==> config.mk <==
export PLATFORM = sky130hd
export DESIGN_NAME = global_tolerance_color_fill_core
export DESIGN_NICKNAME = d
export VERILOG_FILES = /design/src/rtl/gtcf_pkg.sv /design/src/rtl/gtcf_pipe.sv /design/src/rtl/global_tolerance_color_fill_core.sv
export VERILOG_INCLUDE_DIRS = /design/src /design/src/rtl
export SDC_FILE = /design/constraint.sdc
export NUM_CORES = 2
export LEC_CHECK = 0
export BUFFER_PORTS_ARGS = -buffer_cell sky130_fd_sc_hd__clkbuf_2
export CORE_MARGIN = 3
export CORE_UTILIZATION = 50
export DETAILED_ROUTE_END_ITERATION = 12
export PLACE_DENSITY = 0.69
export REMOVE_ABC_BUFFERS = 1
export SLEW_MARGIN = 10
export SYNTH_ARGS = -nofsm -noshare
export SYNTH_HDL_FRONTEND = slang
export SYNTH_SLANG_ARGS = --single-unit
==> constraint.sdc <==
create_clock -name clk -period 9.45 [get_ports clk]
set_input_delay 0.4725 -clock clk [delete_from_list [all_inputs] [get_ports clk]]
set_output_delay 0.4725 -clock clk [all_outputs]
set_load 0.05 [all_outputs]
==> src/rtl/global_tolerance_color_fill_core_defines.svh <==
// ----------------------------------------------------------------------------
// Global tolerance color fill - assertion macros
// Shared same-cycle and next-cycle implication property wrappers.
// ----------------------------------------------------------------------------
`ifndef GLOBAL_TOLERANCE_COLOR_FILL_CORE_DEFINES_SVH
`define GLOBAL_TOLERANCE_COLOR_FILL_CORE_DEFINES_SVH

// same-cycle implication, reset-gated
`define GTCF_ASSERT_IMPL(label, ante, cons) \
	label: assert property (@(posedge clk) disable iff (!arst_n) (ante) |-> (cons)) \
		else $error("gtcf assertion failed");

// next-cycle implication, reset-gated
`define GTCF_ASSERT_NEXT(label, ante, cons) \
	label: assert property (@(posedge clk) disable iff (!arst_n) (ante) |=> (cons)) \
		else $error("gtcf assertion failed");

`endif

==> src/rtl/gtcf_pkg.sv <==
`timescale 1ns / 1ps
// ----------------------------------------------------------------------------
// gtcf_pkg
// Shared types, register codes and the divide-by-255 helper.
// ----------------------------------------------------------------------------
package gtcf_pkg;

	localparam int unsigned CFG_IDX_W  = 2;
	localparam int unsigned CFG_DATA_W = 32;

	localparam logic [CFG_IDX_W-1:0] REG_TARGET_COLOR   = 2'd0;
	localparam logic [CFG_IDX_W-1:0] REG_FILL_COLOR     = 2'd1;
	localparam logic [CFG_IDX_W-1:0] REG_TOLERANCE      = 2'd2;
	localparam logic [CFG_IDX_W-1:0] REG_OVERWRITE_MODE = 2'd3;

	localparam int unsigned CH_BLUE  = 0;
	localparam int unsigned CH_GREEN = 1;
	localparam int unsigned CH_RED   = 2;
	localparam int unsigned CH_ALPHA = 3;

	localparam logic [7:0] ALPHA_OPAQUE = 8'd255;
	localparam logic [7:0] ALPHA_CLEAR  = 8'd0;

	// four packed 8-bit channels, blue in [0]
	typedef logic [3:0][7:0] pixel_t;

	// per-stage advance enables
	typedef struct packed {
		logic s1;
		logic s2;
		logic s3;
	} pipe_en_t;

	// exact floor(x / 255) for x <= 65279
	function automatic logic [7:0] div255(input logic [15:0] x);
		logic [16:0] t;
		t = {1'b0, x} + {9'd0, x[15:8]} + 17'd1;
		return t[15:8];
	endfunction

endpackage

==> src/rtl/gtcf_pipe.sv <==
`timescale 1ns / 1ps
// ----------------------------------------------------------------------------
// gtcf_pipe
// Three-stage pixel datapath: products, distance test and divide, result mux.
// ----------------------------------------------------------------------------
module gtcf_pipe import gtcf_pkg::*; (
	input  logic     clk,
	input  pipe_en_t en,
	input  pixel_t   pix,
	input  logic     selected,
	input  pixel_t   target,
	input  pixel_t   fill,
	input  logic [7:0] tol,
	input  logic     overwrite,
	output pixel_t   res,
	output logic     filled
);

	// stage 1: squared differences and blend numerators
	pixel_t      px_s1;
	logic        sel_s1;
	logic [15:0] sqd_s1 [4];
	logic [15:0] num_s1 [4];

	logic [7:0]  ia;
	logic [7:0]  ad [4];
	logic [15:0] sqd_d [4];
	logic [15:0] num_d [4];

	assign ia = ALPHA_OPAQUE - fill[CH_ALPHA];

	always_comb begin
		for (int k = 0; k < 4; k++) begin
			ad[k]    = (pix[k] >= target[k]) ? (pix[k] - target[k]) : (target[k] - pix[k]);
			sqd_d[k] = ad[k] * ad[k];
		end
		for (int k = 0; k < 3; k++) begin
			num_d[k] = fill[k] * fill[CH_ALPHA] + pix[k] * ia;
		end
		num_d[CH_ALPHA] = pix[CH_ALPHA] * ia;
	end

	always_ff @(posedge clk) begin
		if (en.s1) begin
			px_s1  <= pix;
			sel_s1 <= selected;
			sqd_s1 <= sqd_d;
			num_s1 <= num_d;
		end
	end

	// stage 2: distance compare and divide by 255
	pixel_t      px_s2;
	pixel_t      bl_s2;
	logic        hit_s2;

	logic [17:0] dist_sum;
	logic [15:0] tsq;
	logic [17:0] thr;
	logic        degenerate;
	pixel_t      bl_d;

	assign dist_sum = {2'b00, sqd_s1[0]} + {2'b00, sqd_s1[1]}
		+ {2'b00, sqd_s1[2]} + {2'b00, sqd_s1[3]};
	assign tsq        = tol * tol;
	assign thr        = {tsq, 2'b00};
	assign degenerate = (target == fill) && (tol == 8'd0);

	always_comb begin
		for (int k = 0; k < 3; k++) begin
			bl_d[k] = div255(num_s1[k]);
		end
		bl_d[CH_ALPHA] = fill[CH_ALPHA] + div255(num_s1[CH_ALPHA]);
	end

	always_ff @(posedge clk) begin
		if (en.s2) begin
			px_s2  <= px_s1;
			bl_s2  <= bl_d;
			hit_s2 <= sel_s1 && !degenerate && (dist_sum <= thr);
		end
	end

	// stage 3: result select, output register
	pixel_t res_s3;
	logic   filled_s3;
	pixel_t res_d;

	always_comb begin
		res_d = px_s2;
		if (hit_s2) begin
			if (overwrite || fill[CH_ALPHA] == ALPHA_OPAQUE) begin
				res_d = fill;
			end else if (fill[CH_ALPHA] != ALPHA_CLEAR) begin
				res_d = bl_s2;
			end
		end
	end

	always_ff @(posedge clk) begin
		if (en.s3) begin
			res_s3    <= res_d;
			filled_s3 <= hit_s2;
		end
	end

	assign res    = res_s3;
	assign filled = filled_s3;

endmodule

==> src/rtl/global_tolerance_color_fill_core.sv <==
`timescale 1ns / 1ps
// ----------------------------------------------------------------------------
// global_tolerance_color_fill_core
// Tolerance color match and fill/blend over a BGRA pixel stream.
// ----------------------------------------------------------------------------
// Channel   Handshake              Payload
// pixel in  in_valid / in_ready    in_blue, in_green, in_red, in_alpha, in_selected
// pixel out out_valid / out_ready  out_blue, out_green, out_red, out_alpha, was_filled
// config    cfg_write              cfg_index, cfg_data
//
// One pixel per clock sustained while out_ready holds; the stages are products, compare
// and divide, and result mux. Each stage advances when it is empty or the next stage
// moves, so bubbles close up behind a stalled output. Reset clears the stage
// valid bits and loads the register defaults; there is no clearing pass.
// ----------------------------------------------------------------------------
`include "global_tolerance_color_fill_core_defines.svh"

module global_tolerance_color_fill_core import gtcf_pkg::*; (
	input  logic                  clk,
	input  logic                  arst_n,
	input  logic                  cfg_write,
	input  logic [CFG_IDX_W-1:0]  cfg_index,
	input  logic [CFG_DATA_W-1:0] cfg_data,
	input  logic                  in_valid,
	output logic                  in_ready,
	input  logic [7:0]            in_blue,
	input  logic [7:0]            in_green,
	input  logic [7:0]            in_red,
	input  logic [7:0]            in_alpha,
	input  logic                  in_selected,
	output logic                  out_valid,
	input  logic                  out_ready,
	output logic [7:0]            out_blue,
	output logic [7:0]            out_green,
	output logic [7:0]            out_red,
	output logic [7:0]            out_alpha,
	output logic                  was_filled
);

	logic [31:0] target_q;
	logic [31:0] fill_q;
	logic [7:0]  tol_q;
	logic        overwrite_q;

	always_ff @(posedge clk or negedge arst_n) begin
		if (!arst_n) begin
			target_q    <= '0;
			fill_q      <= '0;
			tol_q       <= '0;
			overwrite_q <= 1'b1;
		end else if (cfg_write) begin
			case (cfg_index)
				REG_TARGET_COLOR:   target_q    <= cfg_data;
				REG_FILL_COLOR:     fill_q      <= cfg_data;
				REG_TOLERANCE:      tol_q       <= cfg_data[7:0];
				REG_OVERWRITE_MODE: overwrite_q <= cfg_data[0];
				default: ;
			endcase
		end
	end

	// stage valid bits and advance enables
	logic     v1_s1;
	logic     v2_s2;
	logic     v3_s3;
	pipe_en_t en;

	assign en.s3    = !v3_s3 || out_ready;
	assign en.s2    = !v2_s2 || en.s3;
	assign en.s1    = !v1_s1 || en.s2;
	assign in_ready = en.s1;

	always_ff @(posedge clk or negedge arst_n) begin
		if (!arst_n) begin
			v1_s1 <= 1'b0;
			v2_s2 <= 1'b0;
			v3_s3 <= 1'b0;
		end else begin
			if (en.s1) v1_s1 <= in_valid;
			if (en.s2) v2_s2 <= v1_s1;
			if (en.s3) v3_s3 <= v2_s2;
		end
	end

	pixel_t pix;
	pixel_t res;

	assign pix[CH_BLUE]  = in_blue;
	assign pix[CH_GREEN] = in_green;
	assign pix[CH_RED]   = in_red;
	assign pix[CH_ALPHA] = in_alpha;

	gtcf_pipe u_pipe (
		.clk       (clk),
		.en        (en),
		.pix       (pix),
		.selected  (in_selected),
		.target    (target_q),
		.fill      (fill_q),
		.tol       (tol_q),
		.overwrite (overwrite_q),
		.res       (res),
		.filled    (was_filled)
	);

	assign out_valid = v3_s3;
	assign out_blue  = res[CH_BLUE];
	assign out_green = res[CH_GREEN];
	assign out_red   = res[CH_RED];
	assign out_alpha = res[CH_ALPHA];

	// an empty first stage must always take a transaction
	`GTCF_ASSERT_IMPL(a_empty_takes, !v1_s1, in_ready)
	// overwrite fill drives the fill color out
	`GTCF_ASSERT_IMPL(a_overwrite_fill, out_valid && was_filled && overwrite_q,
		out_blue == fill_q[7:0] && out_alpha == fill_q[31:24])
	// degenerate setup never fills
	`GTCF_ASSERT_IMPL(a_degenerate, out_valid && target_q == fill_q && tol_q == 8'd0,
		!was_filled)
	// with the middle and output stages full and the output stalled, the middle stage holds
	`GTCF_ASSERT_NEXT(a_full_hold, v2_s2 && v3_s3 && !out_ready, v2_s2)

endmodule

======== Yosys cells after proc, flatten, opt, wreduce, memory -nomap -nowiden ========
Cells that the tools add are included.
word-level totals
  register bits ........................... 335
  output and inout bits ................... 35
  bits of input ports ..................... 72
cells by class
  equal/unequal tests ..................... 5
  reduce and logical (&&, ||, !) cells .... 18
  add/sub/neg operators ................... 24
  order comparisons ....................... 5
  mux-type cells .......................... 7
  $mul .................................... 12
operators by type and width
  kind                   count
  $mul 8x8->16           12
  $mux 32                3
  $add 16x1->16 const B  4
  $add 16x8->16          4
  $sub 8x8->8            8
  $add 16x16->16         3
  $add 18x16->18         2
  $eq 32x32->1           1
  $ge 8x8->1             4
  $mux 8                 4
  $le 18x18->1           1
  $add 16x16->17         1
  $add 8x8->8            1
  $eq 8x8->1 const B     1
  $logic_not 8->1        1
  $reduce_and 2->1       4
  $reduce_bool 8->1      1
  $sub 8x8->8 const A    1
  $eq 2x2->1 const B     2
  $logic_not 1->1        4
  $logic_or 1x1->1       4
  $logic_and 1x1->1      3
  $eq 2x1->1 const B     1
  $logic_not 2->1        1

======== Longest topological paths before layout ========
  depth after elaboration ................. 5
  mapped depth ............................ 27

======== Cells and area by module ========
A second synthesis with hierarchy kept.
unflattened totals
  cell total of the unflattened synthesis .. 3883
  area, all modules ....................... 39711.8 µm²
by module, submodules not included
  module                            area each (µm²)  sequential area each (µm²)  times used  cells each
  gtcf_pipe                         36837.8          7657.3                      1           3717
  global_tolerance_color_fill_core  2874.0           1903.1                      1           166

======== Least setup slack after synthesis ========
OpenSTA, ideal clock, no wires.
  path kind ............................... register -> register
  from .................................... register v3_s3, in the netlist out_valid
  to ...................................... register u_pipe.num_s1[0] in the netlist's numbering (enable)
  slack ................................... 1719 ps
  data required time ...................... 7242 ps
  setup time .............................. 2208 ps
  path buffers ............................ 0
  data arrival time ....................... 5523 ps
  cell stages (with the launch flop) ...... 2
  cell sequence ........................... dfrtp_1 -> nand4b_1
on the way
  longest elaborated chain between the ends .. 4
ends and longest elaborated chain
  what                      line                                    text
  start: declaration        global_tolerance_color_fill_core.sv:65  logic v3_s3;
  start signal: assignment  global_tolerance_color_fill_core.sv:81  if (en.s3) v3_s3 <= v2_s2;
  $logic_not 1->1           global_tolerance_color_fill_core.sv:68  assign en.s3 = !v3_s3 || out_ready;
  $logic_or 1x1->1          global_tolerance_color_fill_core.sv:68
  $logic_or 1x1->1          global_tolerance_color_fill_core.sv:69  assign en.s2 = !v2_s2 || en.s3;
  $logic_or 1x1->1          global_tolerance_color_fill_core.sv:70  assign en.s1 = !v1_s1 || en.s2;
  named net in_ready        global_tolerance_color_fill_core.sv:25  output logic in_ready,
  end signal: assignment    gtcf_pipe.sv:48                         num_s1 <= num_d;
  end: declaration          gtcf_pipe.sv:23                         logic [15:0] num_s1 [4];
The timed path passes the listed nets, and every way through them passes these cells.
A chain may end at the register's enable or synchronous reset.

==> results_dict.tcl <==
set metrics [dict create \
    worst_slew_pin_slew_ns 1.05 \
    final_common_cell "inv_1" \
    hold_viol_final 0 \
    io_pins 107 \
    syn2layout_area_growth_pct 7.59 \
    post-cts-setup-buffer-count 0 \
    fill_cells 7025 \
    grt_max_degree 159 \
    initial_core_util_pct 50.9 \
    drt_iter0_drc 1600 \
    path_cells "ha_1, inv_1, fa_1, nand3_1, nand4b_1, a221oi_4, mux2i_1, xor2_1, nor2_1, fa_1, fa_1, inv_1, fa_1, fa_1, inv_1, ha_1, or3_1, o21ai_0, nor3_1, a2111oi_0, a21oi_1, xnor2_1" \
    portBuffers 106 \
    cts.path.max_buffers 3 \
    cts-root-buf "clkbuf_16" \
    ys_ff_latch 331 \
    cp_slowest_cell "xor2_1" \
    syn-cell-area_um2 40600 \
    cp_max_fo 11 \
    viasPerCell 5.40 \
    clk_pin_slew_ns 0.06 \
    synth_area_leaders "fa_1 (23%), edfxtp_1 (19%), ha_1 (16%)" \
    num_rows 103 \
    critPathTopFamily "adder cells" \
    fin_skew_ns 0.0225 \
    synth_ff_type "edfxtp_1" \
    antenna_found_initial 5 \
    tritoncts "yes" \
    hpwl_um 73700 \
    firstDrtPassIters 5 \
    hold_path.class "input port to flip-flop" \
    via_count 28500 \
    drc 0 \
    synth_top_area_cell "fa_1" \
    wirelength_um 96800 \
    cts_buffers 42 \
    critPathKind "flip-flop to flip-flop" \
    rsz0062_at_grt "false" \
    ff_latch_area_um2 9570 \
    final_cell_mix "inv_1 (810), ha_1 (515), fa_1 (474)" \
    synth.avg_cell_area_um2 9.79 \
    first_global_vias 29700 \
    wire_per_inst_um 18.3 \
    clk_latency_ns 0.58 \
    synth-seq-area-share_pct 23.6 \
    finalMaxSlewViolations 0 \
    htreeDepth 2 \
    synth_top_area_share_pct 23.4 \
    drive_gt1_share_pct 6.89 \
    synthArstFlopShare_pct 23.0 \
    fin_crit_sh_pct 74.5 \
    end_kind "flip-flop" \
    gp_congestion 0.897 \
    tns_ns 0 \
    setup_violations 0 \
    slew_headroom_pct 29.7 \
    synth_edf_count 255 \
    fp.dieW_um 291 \
    drv_cap 0 \
    fmax_mhz 142 \
    yosys_warnings 0 \
    fin_cells 5277 \
    nets 5252 \
    grt_pass1_wl_um 158000 \
    slowest_delay_ns 0.65 \
    grt_remaining_overflow 0 \
    min_period_ns 7.04 \
    synth_cells 4144 \
    start_kind "flip-flop" \
    dp_cells 5196 \
    cts.sinks 331 \
    arrival_ns 7.36 \
    status "finished, final reports clean" \
    crit_buf_inv 3 \
    multi_input_area_um2 27500 \
    grt_usage_pct 23.2 \
    ys_types 83 \
    required_ns 9.77 \
    core_region_area_um2 79600 \
    dieArea_um2 84600 \
    antenna_left 0 \
    crit_top_cell "fa_1" \
    fp.dieH_um 291 \
]
-- cell usage after synthesis (41+ instances only) --
cell	instances
nand2_1	184
and2_1	136
a21oi_1	146
nand2b_1	146
mux2_2	41
edfxtp_1	255
nor2_1	349
inv_1	810
clkbuf_1	118
xor2_1	73
nor2b_1	52
ha_1	515
dfrtp_1	75
fa_1	474
o21ai_0	112
a21o_1	48
xnor2_1	165
-- kinds of logic after synthesis --
family                     after synthesis  share of synthesized area [%]
xor gates and xnor gates               245                           5.45
muxes                                   59                           1.61
adders and majority gates              989                           39.3
AOI/OAI and AO/OA                      502                           7.99
buffers and inverters                  942                           8.77
and+or+nand+nor                       1075                           13.3
other                                    1                        0.00925
DFF                                    331                           23.6
-- sequential cells by signal, indices dropped and copies added, names as in the netlist --
signal and count:
u_pipe.num_s1 64, u_pipe.sqd_s1 60, fill_q 32, target_q 32, u_pipe.bl_s2 32, u_pipe.px_s1 32, u_pipe.px_s2 32, u_pipe.res 32
tol_q 8, out_valid 1, overwrite_q 1, u_pipe.filled 1, u_pipe.hit_s2 1, u_pipe.sel_s1 1, v1_s1 1, v2_s2 1
-- final cells by class --
cell class,count,area share [%]
antenna,3,0.0172
sequential,331,21.9
clock buffer,46,2.49
timing repair buffer,127,1.65
inverter,814,7.01
tap,1050,3.01
multi-input combinational,2875,62.9
clock inverter,31,0.952
-- path summary, 6_finish.rpt --
| check | startpoint | endpoint | slack, ns | cells past startpoint |
|---|---|---|---|---|
| max in group asynchronous | arst_n | tol_q[3] | 7.89 | 3 |
| min | in_valid | v1_s1 | 0.09 | 2 |
| max | target_q[24] | u_pipe.sqd_s1[15] | 2.41 | 22 |
| min in group asynchronous | arst_n | fill_q[26] | 0.31 | 2 |
| max reg2reg | target_q[24] | u_pipe.sqd_s1[15] | 2.41 | 22 |
| min reg2reg | u_pipe.px_s1[1] | u_pipe.px_s2[1] | 0.42 | 0 |
-- per-stage QoR --
step | cell area, um^2 | hold WS, ns | util, % | worst slack [ns]
CTS | 43600 | 0.0727 | 54.8 | 2.40
finish | 43600 | 0.0927 | 54.8 | 2.41
global placement | 42100 | 0.350 | 52.9 | 2.11
detailed placement | 42100 | 0.350 | 52.9 | 2.00
floorplan | 40100 | 0.177 | - | 1.72
global route | 43600 | 0.0994 | 54.8 | 1.96
-- what timing repair did --
item / CTS / global route
endpoints found under the hold margin: 15 / 0
resized for setup: 0 / 0
hold buffers: 1 / 0
-- worst register-to-register path, cell delays in order (launching register included) --
cell       delay [ns]
dfrtp_1          0.39
ha_1             0.19
inv_1            0.06
fa_1             0.39
nand3_1          0.11
nand4b_1         0.15
a221oi_4         0.53
mux2i_1          0.27
xor2_1           0.65
nor2_1           0.20
fa_1             0.49
fa_1             0.51
inv_1            0.05
fa_1             0.45
fa_1             0.49
inv_1            0.04
ha_1             0.32
or3_1            0.38
o21ai_0          0.11
nor3_1           0.09
a2111oi_0        0.62
a21oi_1          0.17
xnor2_1          0.15
-- routing by layer --
metal	vias up	wire [um]	global-route usage (%)	part of all wire, %
li1	13400	-	-	-
met1	14300	42000	31.0	43
met2	679	47300	40.2	49
met3	143	5380	3.33	5.6
met4	2	2160	5.11	2.2
met5	-	11	0	0.011
Power is not shown: default switching activity piles up to over one toggle a cycle in this logic, so the estimate is an artifact.
